--- config.mk ---
export PLATFORM = sky130hd
export DESIGN_NAME = fpc_core
export DESIGN_NICKNAME = d
export VERILOG_FILES = /design/src/design/fpc_pkg.sv /design/src/design/fpc_digest.sv /design/src/design/fpc_core.sv
export SDC_FILE = /design/constraint.sdc
export NUM_CORES = 2
export LEC_CHECK = 0
export BUFFER_PORTS_ARGS = -buffer_cell sky130_fd_sc_hd__clkbuf_2
export CELL_PAD_IN_SITES_DETAIL_PLACEMENT = 0
export CELL_PAD_IN_SITES_GLOBAL_PLACEMENT = 1
export CORE_AREA = 2 2 251 253
export CTS_BUF_LIST = sky130_fd_sc_hd__clkbuf_4 sky130_fd_sc_hd__clkbuf_8 sky130_fd_sc_hd__clkbuf_16
export CTS_CLUSTER_DIAMETER = 60
export DETAILED_ROUTE_END_ITERATION = 10
export DIE_AREA = 0 0 253 255
export GPL_ROUTABILITY_DRIVEN = 0
export GPL_TIMING_DRIVEN = 0
export PLACE_DENSITY_LB_ADDON = 0.1
export SETUP_SLACK_MARGIN = 0.3
export SLEW_MARGIN = 10
export SYNTH_ARGS = -nofsm -noshare
export SYNTH_HDL_FRONTEND = slang
export SYNTH_SLANG_ARGS = --single-unit
--- constraint.sdc ---
create_clock -name clk -period 9 [get_ports clk]
set_clock_uncertainty 0.05 [all_clocks]
set_input_delay 0 -clock clk [delete_from_list [all_inputs] [get_ports clk]]
set_output_delay 0 -clock clk [all_outputs]
set_load 0.005 [all_outputs]
--- src/design/fpc_pkg.sv ---
`timescale 1ns / 1ps
// Shared types and constants for the firmware package checker.
// Depends on nothing; every other design file imports it.
package fpc_pkg;

  localparam int unsigned LIMIT_W = 25;
  localparam int unsigned SUM_W   = 32;
  localparam int unsigned HASH_W  = 64;

  localparam logic [LIMIT_W-1:0] MAX_IMAGE_BYTES = 25'd8388608;
  localparam logic [3:0]         MAX_DIGITS      = 4'd10;

  localparam logic [HASH_W-1:0]  FNV_BASIS     = 64'd14695981039346656037;
  localparam logic [SUM_W-1:0]   SUM_SEED      = 32'd171;
  localparam logic [7:0]         MAGIC_BYTE    = 8'he9;
  localparam logic [15:0]        CHIP_ID       = 16'd9;
  localparam logic [7:0]         MAX_SEGMENTS  = 8'd16;
  localparam logic [LIMIT_W-1:0] IMG_HDR_BYTES = 25'd24;
  localparam logic [LIMIT_W:0]   SIZE_SLACK    = 26'd12;

  localparam logic [7:0] CHAR_DASH  = 8'h2d;
  localparam logic [7:0] CHAR_TILDE = 8'h7e;
  localparam logic [7:0] CHAR_ZERO  = 8'h30;
  localparam logic [7:0] CHAR_NINE  = 8'h39;

  // Byte positions of interest inside the image header.
  localparam logic [LIMIT_W-1:0] IDX_MAGIC    = 25'd0;
  localparam logic [LIMIT_W-1:0] IDX_SEGMENTS = 25'd1;
  localparam logic [LIMIT_W-1:0] IDX_CHIP_LO  = 25'd12;
  localparam logic [LIMIT_W-1:0] IDX_CHIP_HI  = 25'd13;
  localparam logic [LIMIT_W-1:0] IDX_HDR_LAST = 25'd23;

  // Parser phases.
  localparam logic [1:0] PH_DIGITS = 2'd0;
  localparam logic [1:0] PH_SEP    = 2'd1;
  localparam logic [1:0] PH_IMAGE  = 2'd2;
  localparam logic [1:0] PH_TAIL   = 2'd3;

  // Status codes.
  localparam logic [3:0] ST_OK           = 4'd0;
  localparam logic [3:0] ST_NO_CAPACITY  = 4'd1;
  localparam logic [3:0] ST_TOO_BIG      = 4'd2;
  localparam logic [3:0] ST_HDR_TRUNC    = 4'd3;
  localparam logic [3:0] ST_BAD_DIGIT    = 4'd4;
  localparam logic [3:0] ST_OVERFLOW     = 4'd5;
  localparam logic [3:0] ST_BAD_SEP      = 4'd6;
  localparam logic [3:0] ST_IMAGE_SHORT  = 4'd7;
  localparam logic [3:0] ST_IMAGE_BIG    = 4'd8;
  localparam logic [3:0] ST_SHORT_READ   = 4'd9;
  localparam logic [3:0] ST_BAD_MAGIC    = 4'd10;
  localparam logic [3:0] ST_WRONG_CHIP   = 4'd11;
  localparam logic [3:0] ST_BAD_SEGMENTS = 4'd12;
  localparam logic [3:0] ST_SIZE_CHANGED = 4'd13;
  localparam logic [3:0] ST_CSUM_BAD     = 4'd14;
  localparam logic [3:0] ST_NONE         = 4'd15;

  typedef struct packed {
    logic [7:0]         data_byte;
    logic               has_byte;
    logic               last;
    logic [LIMIT_W-1:0] file_size;
  } in_item_t;

  typedef struct packed {
    logic [3:0]         status;
    logic [SUM_W-1:0]   expected_checksum;
    logic [SUM_W-1:0]   computed_checksum;
    logic [HASH_W-1:0]  fingerprint;
    logic [3:0]         payload_offset;
    logic [LIMIT_W-1:0] image_size;
  } out_item_t;

  typedef struct packed {
    logic      valid;
    out_item_t item;
  } core_result_t;

endpackage

--- src/design/fpc_digest.sv ---
`timescale 1ns / 1ps
// Per-byte update of the additive checksum and the 64-bit FNV-1a hash.
// Depends on fpc_pkg.
module fpc_digest
  import fpc_pkg::*;
(
  input  logic [7:0]        data_byte,
  input  logic [SUM_W-1:0]  sum_cur,
  input  logic [HASH_W-1:0] hash_cur,
  output logic [SUM_W-1:0]  sum_nxt,
  output logic [HASH_W-1:0] hash_nxt
);

  logic [HASH_W-1:0] mixed;

  // The FNV prime is 2^40 + 0x1b3, so the multiply is a handful of shifted adds.
  assign mixed    = hash_cur ^ {56'd0, data_byte};
  assign hash_nxt = (mixed << 40) + (mixed << 8) + (mixed << 7) + (mixed << 5)
                  + (mixed << 4) + (mixed << 1) + mixed;
  assign sum_nxt  = sum_cur + {24'd0, data_byte};

endmodule

--- src/design/fpc_core.sv ---
`timescale 1ns / 1ps
// Parser state and per-word decision logic of the package checker.
// Depends on fpc_pkg and fpc_digest.
module fpc_core
  import fpc_pkg::*;
(
  input  logic               clk,
  input  logic               rst_n,
  input  logic               step,
  input  in_item_t           item,
  input  logic [LIMIT_W-1:0] image_limit,
  output core_result_t       result
);

  logic [1:0]         phase_r, phase_nxt;
  logic [3:0]         dcount_r, dcount_nxt;
  logic [SUM_W-1:0]   exp_sum_r, exp_sum_nxt;
  logic [3:0]         hlen_r, hlen_nxt;
  logic [LIMIT_W-1:0] icount_r, icount_nxt;
  logic [SUM_W-1:0]   run_sum_r, run_sum_nxt;
  logic [HASH_W-1:0]  hash_r, hash_nxt;
  logic [7:0]         chip_lo_r, chip_lo_nxt;
  logic [7:0]         chip_hi_r, chip_hi_nxt;
  logic [7:0]         magic_r, magic_nxt;
  logic [7:0]         seg_r, seg_nxt;
  logic               fault_r, fault_nxt;
  logic [LIMIT_W-1:0] decl_r, decl_nxt;
  logic [LIMIT_W-1:0] img_r, img_nxt;

  logic [SUM_W-1:0]   dig_sum;
  logic [HASH_W-1:0]  dig_hash;
  logic [LIMIT_W-1:0] clamped;
  logic [35:0]        scaled;
  logic [3:0]         digit;
  logic [3:0]         hlen_inc;
  logic [LIMIT_W-1:0] img_diff;
  logic [3:0]         st;
  logic               restart;

  fpc_digest u_digest (
    .data_byte (item.data_byte),
    .sum_cur   (run_sum_r),
    .hash_cur  (hash_r),
    .sum_nxt   (dig_sum),
    .hash_nxt  (dig_hash)
  );

  assign clamped  = (image_limit > MAX_IMAGE_BYTES) ? MAX_IMAGE_BYTES : image_limit;
  assign digit    = 4'(item.data_byte - CHAR_ZERO);
  assign scaled   = ({4'd0, exp_sum_r} << 3) + ({4'd0, exp_sum_r} << 1) + {32'd0, digit};
  assign hlen_inc = hlen_r + 4'd1;
  assign img_diff = decl_r - {21'd0, hlen_inc};

  always_comb begin
    phase_nxt   = phase_r;
    dcount_nxt  = dcount_r;
    exp_sum_nxt = exp_sum_r;
    hlen_nxt    = hlen_r;
    icount_nxt  = icount_r;
    run_sum_nxt = run_sum_r;
    hash_nxt    = hash_r;
    chip_lo_nxt = chip_lo_r;
    chip_hi_nxt = chip_hi_r;
    magic_nxt   = magic_r;
    seg_nxt     = seg_r;
    fault_nxt   = fault_r;
    decl_nxt    = decl_r;
    img_nxt     = img_r;
    st          = ST_NONE;
    restart     = 1'b0;

    if (fault_r) begin
      restart = item.last;
    end else begin
      // Size checks run until the first byte has been taken.
      if (phase_r == PH_DIGITS && hlen_r == 4'd0) begin
        if (image_limit == '0) begin
          st = ST_NO_CAPACITY;
        end else if ({1'b0, item.file_size} > ({1'b0, clamped} + SIZE_SLACK)) begin
          st = ST_TOO_BIG;
        end else if (item.has_byte) begin
          decl_nxt = item.file_size;
        end
      end

      if (st == ST_NONE && item.has_byte) begin
        unique case (phase_r)
          PH_DIGITS: begin
            hlen_nxt = hlen_inc;
            if (item.data_byte == CHAR_DASH) begin
              if (dcount_r == 4'd0) begin
                st = ST_BAD_SEP;
              end else begin
                phase_nxt = PH_SEP;
              end
            end else if (item.data_byte < CHAR_ZERO || item.data_byte > CHAR_NINE ||
                         dcount_r >= MAX_DIGITS) begin
              st = ST_BAD_DIGIT;
            end else begin
              dcount_nxt = dcount_r + 4'd1;
              if (scaled[35:32] != 4'd0) begin
                st = ST_OVERFLOW;
              end else begin
                exp_sum_nxt = scaled[31:0];
              end
            end
          end
          PH_SEP: begin
            hlen_nxt = hlen_inc;
            if (item.data_byte != CHAR_TILDE) begin
              st = ST_BAD_SEP;
            end else if (decl_r < {21'd0, hlen_inc} || img_diff < IMG_HDR_BYTES) begin
              st = ST_IMAGE_SHORT;
            end else begin
              img_nxt = img_diff;
              if (img_diff > clamped) begin
                st = ST_IMAGE_BIG;
              end else begin
                phase_nxt = PH_IMAGE;
              end
            end
          end
          PH_IMAGE: begin
            if (icount_r == IDX_MAGIC)    magic_nxt   = item.data_byte;
            if (icount_r == IDX_SEGMENTS) seg_nxt     = item.data_byte;
            if (icount_r == IDX_CHIP_LO)  chip_lo_nxt = item.data_byte;
            if (icount_r == IDX_CHIP_HI)  chip_hi_nxt = item.data_byte;
            run_sum_nxt = dig_sum;
            hash_nxt    = dig_hash;
            icount_nxt  = icount_r + 25'd1;
            // The checked header fields are already captured when the last header byte arrives.
            if (icount_r == IDX_HDR_LAST) begin
              if (magic_r != MAGIC_BYTE) begin
                st = ST_BAD_MAGIC;
              end else if ({chip_hi_r, chip_lo_r} != CHIP_ID) begin
                st = ST_WRONG_CHIP;
              end else if (seg_r == 8'd0 || seg_r > MAX_SEGMENTS) begin
                st = ST_BAD_SEGMENTS;
              end
            end
            if (icount_nxt >= img_r) begin
              phase_nxt = PH_TAIL;
            end
          end
          PH_TAIL: begin
            st = ST_SIZE_CHANGED;
          end
          default: begin
            st = ST_NONE;
          end
        endcase
      end

      if (st == ST_NONE && item.last) begin
        unique case (phase_nxt)
          PH_DIGITS: st = ST_HDR_TRUNC;
          PH_SEP:    st = ST_BAD_SEP;
          PH_IMAGE:  st = ST_SHORT_READ;
          PH_TAIL: begin
            if (item.file_size != decl_nxt) begin
              st = ST_SIZE_CHANGED;
            end else if (run_sum_nxt != exp_sum_nxt) begin
              st = ST_CSUM_BAD;
            end else begin
              st = ST_OK;
            end
          end
          default: st = ST_NONE;
        endcase
      end

      if (st != ST_NONE) begin
        if (item.last) begin
          restart = 1'b1;
        end else begin
          fault_nxt = 1'b1;
        end
      end
    end

    result.valid                  = !fault_r && st != ST_NONE;
    result.item.status            = st;
    result.item.expected_checksum = exp_sum_nxt;
    result.item.computed_checksum = run_sum_nxt;
    result.item.fingerprint       = hash_nxt;
    result.item.payload_offset    = hlen_nxt;
    result.item.image_size        = (st == ST_IMAGE_SHORT) ? '0 : img_nxt;
  end

  always_ff @(posedge clk) begin
    if (!rst_n || (step && restart)) begin
      phase_r   <= PH_DIGITS;
      dcount_r  <= '0;
      exp_sum_r <= '0;
      hlen_r    <= '0;
      icount_r  <= '0;
      run_sum_r <= SUM_SEED;
      hash_r    <= FNV_BASIS;
      chip_lo_r <= '0;
      chip_hi_r <= '0;
      magic_r   <= '0;
      seg_r     <= '0;
      fault_r   <= 1'b0;
      decl_r    <= '0;
      img_r     <= '0;
    end else if (step) begin
      phase_r   <= phase_nxt;
      dcount_r  <= dcount_nxt;
      exp_sum_r <= exp_sum_nxt;
      hlen_r    <= hlen_nxt;
      icount_r  <= icount_nxt;
      run_sum_r <= run_sum_nxt;
      hash_r    <= hash_nxt;
      chip_lo_r <= chip_lo_nxt;
      chip_hi_r <= chip_hi_nxt;
      magic_r   <= magic_nxt;
      seg_r     <= seg_nxt;
      fault_r   <= fault_nxt;
      decl_r    <= decl_nxt;
      img_r     <= img_nxt;
    end
  end

endmodule

==> metrics.yaml <==
synth_common_cells: "nand2_1, nor2_1, ha_1"
worst_pin_slew_ps: 1230
p_clk_frac: 0.425
slew_violations: 0
drc: 0
clk_pin_slew_ps: 60
final.setup.tns_ps: 0
ff2ff_setup_slack_ps: 1390
fmaxAchievable_mhz: 121
h-tree-depth: 2
synth.most_common_cell: "nand2_1"
vias: 25999
crit_type: "flop to output port"
cts_buffers: 37
min_to: "run_sum_r[31]"
final_util: 0.506
grt_overflow: 0
arrival_ps: 8230
post-cts-setup-buffers: 0
period_minus_slack_ps: 8280
muxShareOfSynthArea: 0.0248
hold_depth: 4
fp-row-count: 92
areaGrowthSynthToFinish_pct: 14.2
worst_r2r_endpoint: "hash_r[61]"
end_kind: "output port"
dp_hpwl_um: 78700
die_h_um: 255
internal-power_uw: 2520
cts_tree: "built"
first_pass_iters: 6
run_status: "completed"
synth_edf_count: 0
synth_xor_area_frac: 0.0979
power_leakage_uw: 0.0140
slew_headroom: 0.179
postRouteAntennaNets: 0
setup_viol: 0
grt_max_degree: 13
synth_top_family_by_area: "adder cells"
hold_viol: 0
drtIter0Drc: 2154
synth_compound_area_frac: 0.157
worst_r2r_path_depth: 23
p_per_area_nw_per_um2: 121
place_area_um2: 29800
switching_share: 0.339
wl_per_cell_um: 22.0
synth_flop_cell: "dfxtp_1"
synthArstFlopShare: 0
cp_cell_sequence: "xor2_2, inv_1, fa_1, inv_1, fa_1, fa_1, ha_1, ha_1, o21ai_0, o21ai_0, a41oi_1, o21ai_0, a32o_1, o41ai_2, o211a_1, o41a_1, a311oi_1, a21o_1, a21oi_1, xor2_1, o21ai_0, clkbuf_2"
net-switching-power_uw: 1290
irDropWorstVdd_uv: 105
crit_top_cell: "o21ai_0"
yosys.area.top_type_share: 0.185
grt_pass1_wl_um: 150000
grtUsageTotal: 0.302
die_area_um2: 64500
final_nets: 4193
crit_fanout: 5
port_buffers: 223
clk_latency_ps: 570
syn_inst: 3313
avgViaCountPerCell: 5.86
synth_warnings: 0
antenna_found_initial: 1
ys_types: 85
yosysTopAreaCell: "fa_1"
clock_sinks: 246
core_area_um2: 62200
clockBufferDepth: 3
fin_crit_sh: 0.920
reg2reg_from: "hash_r[1]"
stdcell_area_um2: 31500
seqPwrFrac: 0.290
synth.ff_latch_count: 246
postRouteWirelength_um: 97700
required_ps: 8950
cp-start-kind: "flop"
syn_area_um2: 27600
start_util: 0.443
synth_area_leaders: "fa_1, dfxtp_1, ha_1"
yosys.area_share.simple: 0.199
die_w_um: 253
rsz0062_at_grt: "no"
drive_gt1_frac: 0.0932
avgSynthCellArea_um2: 8.32
timing.max_cap.violations: 0
grt_pass1_vias: 25254
ios: 225
min_from: "step"
pwr-share-comb: 0.285
slowest_stage: "fa_1"
synth_adder_area_share: 0.305
yosysSeqAreaShare: 0.179
min-delay-path-class: "input pin to flop"
root_buffer: "clkbuf_16"
max_stage_delay_ps: 560
## per-stage QoR
step | worst slack [ps] | cells | hold WS, ps | total power [uW]
2_1_floorplan | 2640 | 3314 | 86.0 | 1850
3_3_place_gp | 347 | 4336 | 238 | 2160
3_5_place_dp | 451 | 4340 | 245 | 2170
4_1_cts | 365 | 4438 | 36.4 | 3820
5_1_grt | 432 | 4438 | 93.5 | 3980
6_report | 723 | 4439 | 45.7 | 3800
## layer usage
| metal | part of all wire | GRT usage | vias to the layer above |
|---|---|---|---|
| li1 | - | - | 12108 |
| met1 | 0.46 | 0.432 | 12833 |
| met2 | 0.44 | 0.472 | 889 |
| met3 | 0.067 | 0.0454 | 167 |
| met4 | 0.030 | 0.0920 | 2 |
| met5 | 0.000082 | 0 | - |
## sequential cells by signal (all words and copies together) (netlist names)
signal	cells
hlen_r	4
img_r	25
exp_sum_r	32
chip_hi_r	8
icount_r	25
magic_r	8
phase_r	2
run_sum_r	32
chip_lo_r	8
hash_r	64
decl_r	25
dcount_r	4
seg_r	8
fault_r	1
## worst max-delay path by stage
stage | from | endpoint | cells past startpoint
floorplan | hash_r[4] | hash_r[61] | 23
global placement | item[31] | result[90] | 25
detailed placement | item[27] | result[90] | 25
CTS | hash_r[2] | result[90] | 22
global route | image_limit[8] | result[158] | 31
finish | hash_r[1] | result[90] | 22
## worst max-delay path, delay by kind of cell, from the launching register on
family | cells | cell delay (ps)
adder cells (fa/ha/maj) | 5 | 2220
AO/OA/AOI/OAI | 12 | 3790
flip-flops | 1 | 380
buffers and inverters | 3 | 540
XOR/XNOR | 2 | 710
## logic make-up after synthesis
| logic type | after synthesis |
|---|---|
| buffers and inverters | 270 |
| muxes | 68 |
| and+or+nand+nor | 1214 |
| other | 1 |
| AOI/OAI and AO/OA | 687 |
| xor gates and xnor gates | 308 |
| adders and majority gates | 519 |
| DFF | 246 |
## power by group through the flow
stage	combinational, uW	clock [uW]	sequential [uW]
6_report	1080	1620	1110
5_1_grt	1200	1680	1110
4_1_cts	1070	1640	1100
3_5_place_dp	1050	0	1130
3_3_place_gp	1030	0	1130
2_1_floorplan	727	0	1120
## what timing repair did
action | 4_1_cts | 5_1_grt
resized for setup | 2 | 2
endpoints found under the hold margin | 45 | 0
setup endpoints to repair | 2 | 5
hold buffers | 32 | 0
gates cloned | 0 | 0
## placed cells by master (no fill, tap or decap), types with 16 or more instances in the layout
cell / synthesis / final
nand2_1: 497 / 497
nor2_1: 333 / 332
ha_1: 263 / 263
fa_1: 255 / 255
dfxtp_1: 246 / 246
clkbuf_2: 0 / 223
a21oi_1: 204 / 204
o21ai_0: 173 / 173
xnor2_1: 159 / 159
xor2_1: 149 / 141
clkbuf_1: 138 / 138
inv_1: 116 / 116
nand3_1: 91 / 91
a211oi_1: 66 / 66
mux2i_1: 65 / 65
a21o_1: 54 / 54
nand4_1: 47 / 47
nor3_1: 45 / 45
clkbuf_16: 0 / 39
dlygate4sd3_1: 0 / 32
o211ai_1: 28 / 28
nor4_1: 29 / 28
or3_1: 27 / 27
o21a_1: 25 / 25
and3_1: 24 / 24
nor2b_1: 20 / 20
nand2b_1: 20 / 20
and2_1: 20 / 20
a31oi_1: 16 / 16
## final cells by class
class	instances	area, um2
diodes	1	2.50
clock inverters	17	270
inverters	116	435
fillers	6029	30700
plain buffers	154	597
repair buffers	259	1490
flip-flops and latches	246	4920
clock buffers	49	1080
well taps	799	1000
multi-input cells	2798	21700
(Power assumes the default switching activity.)
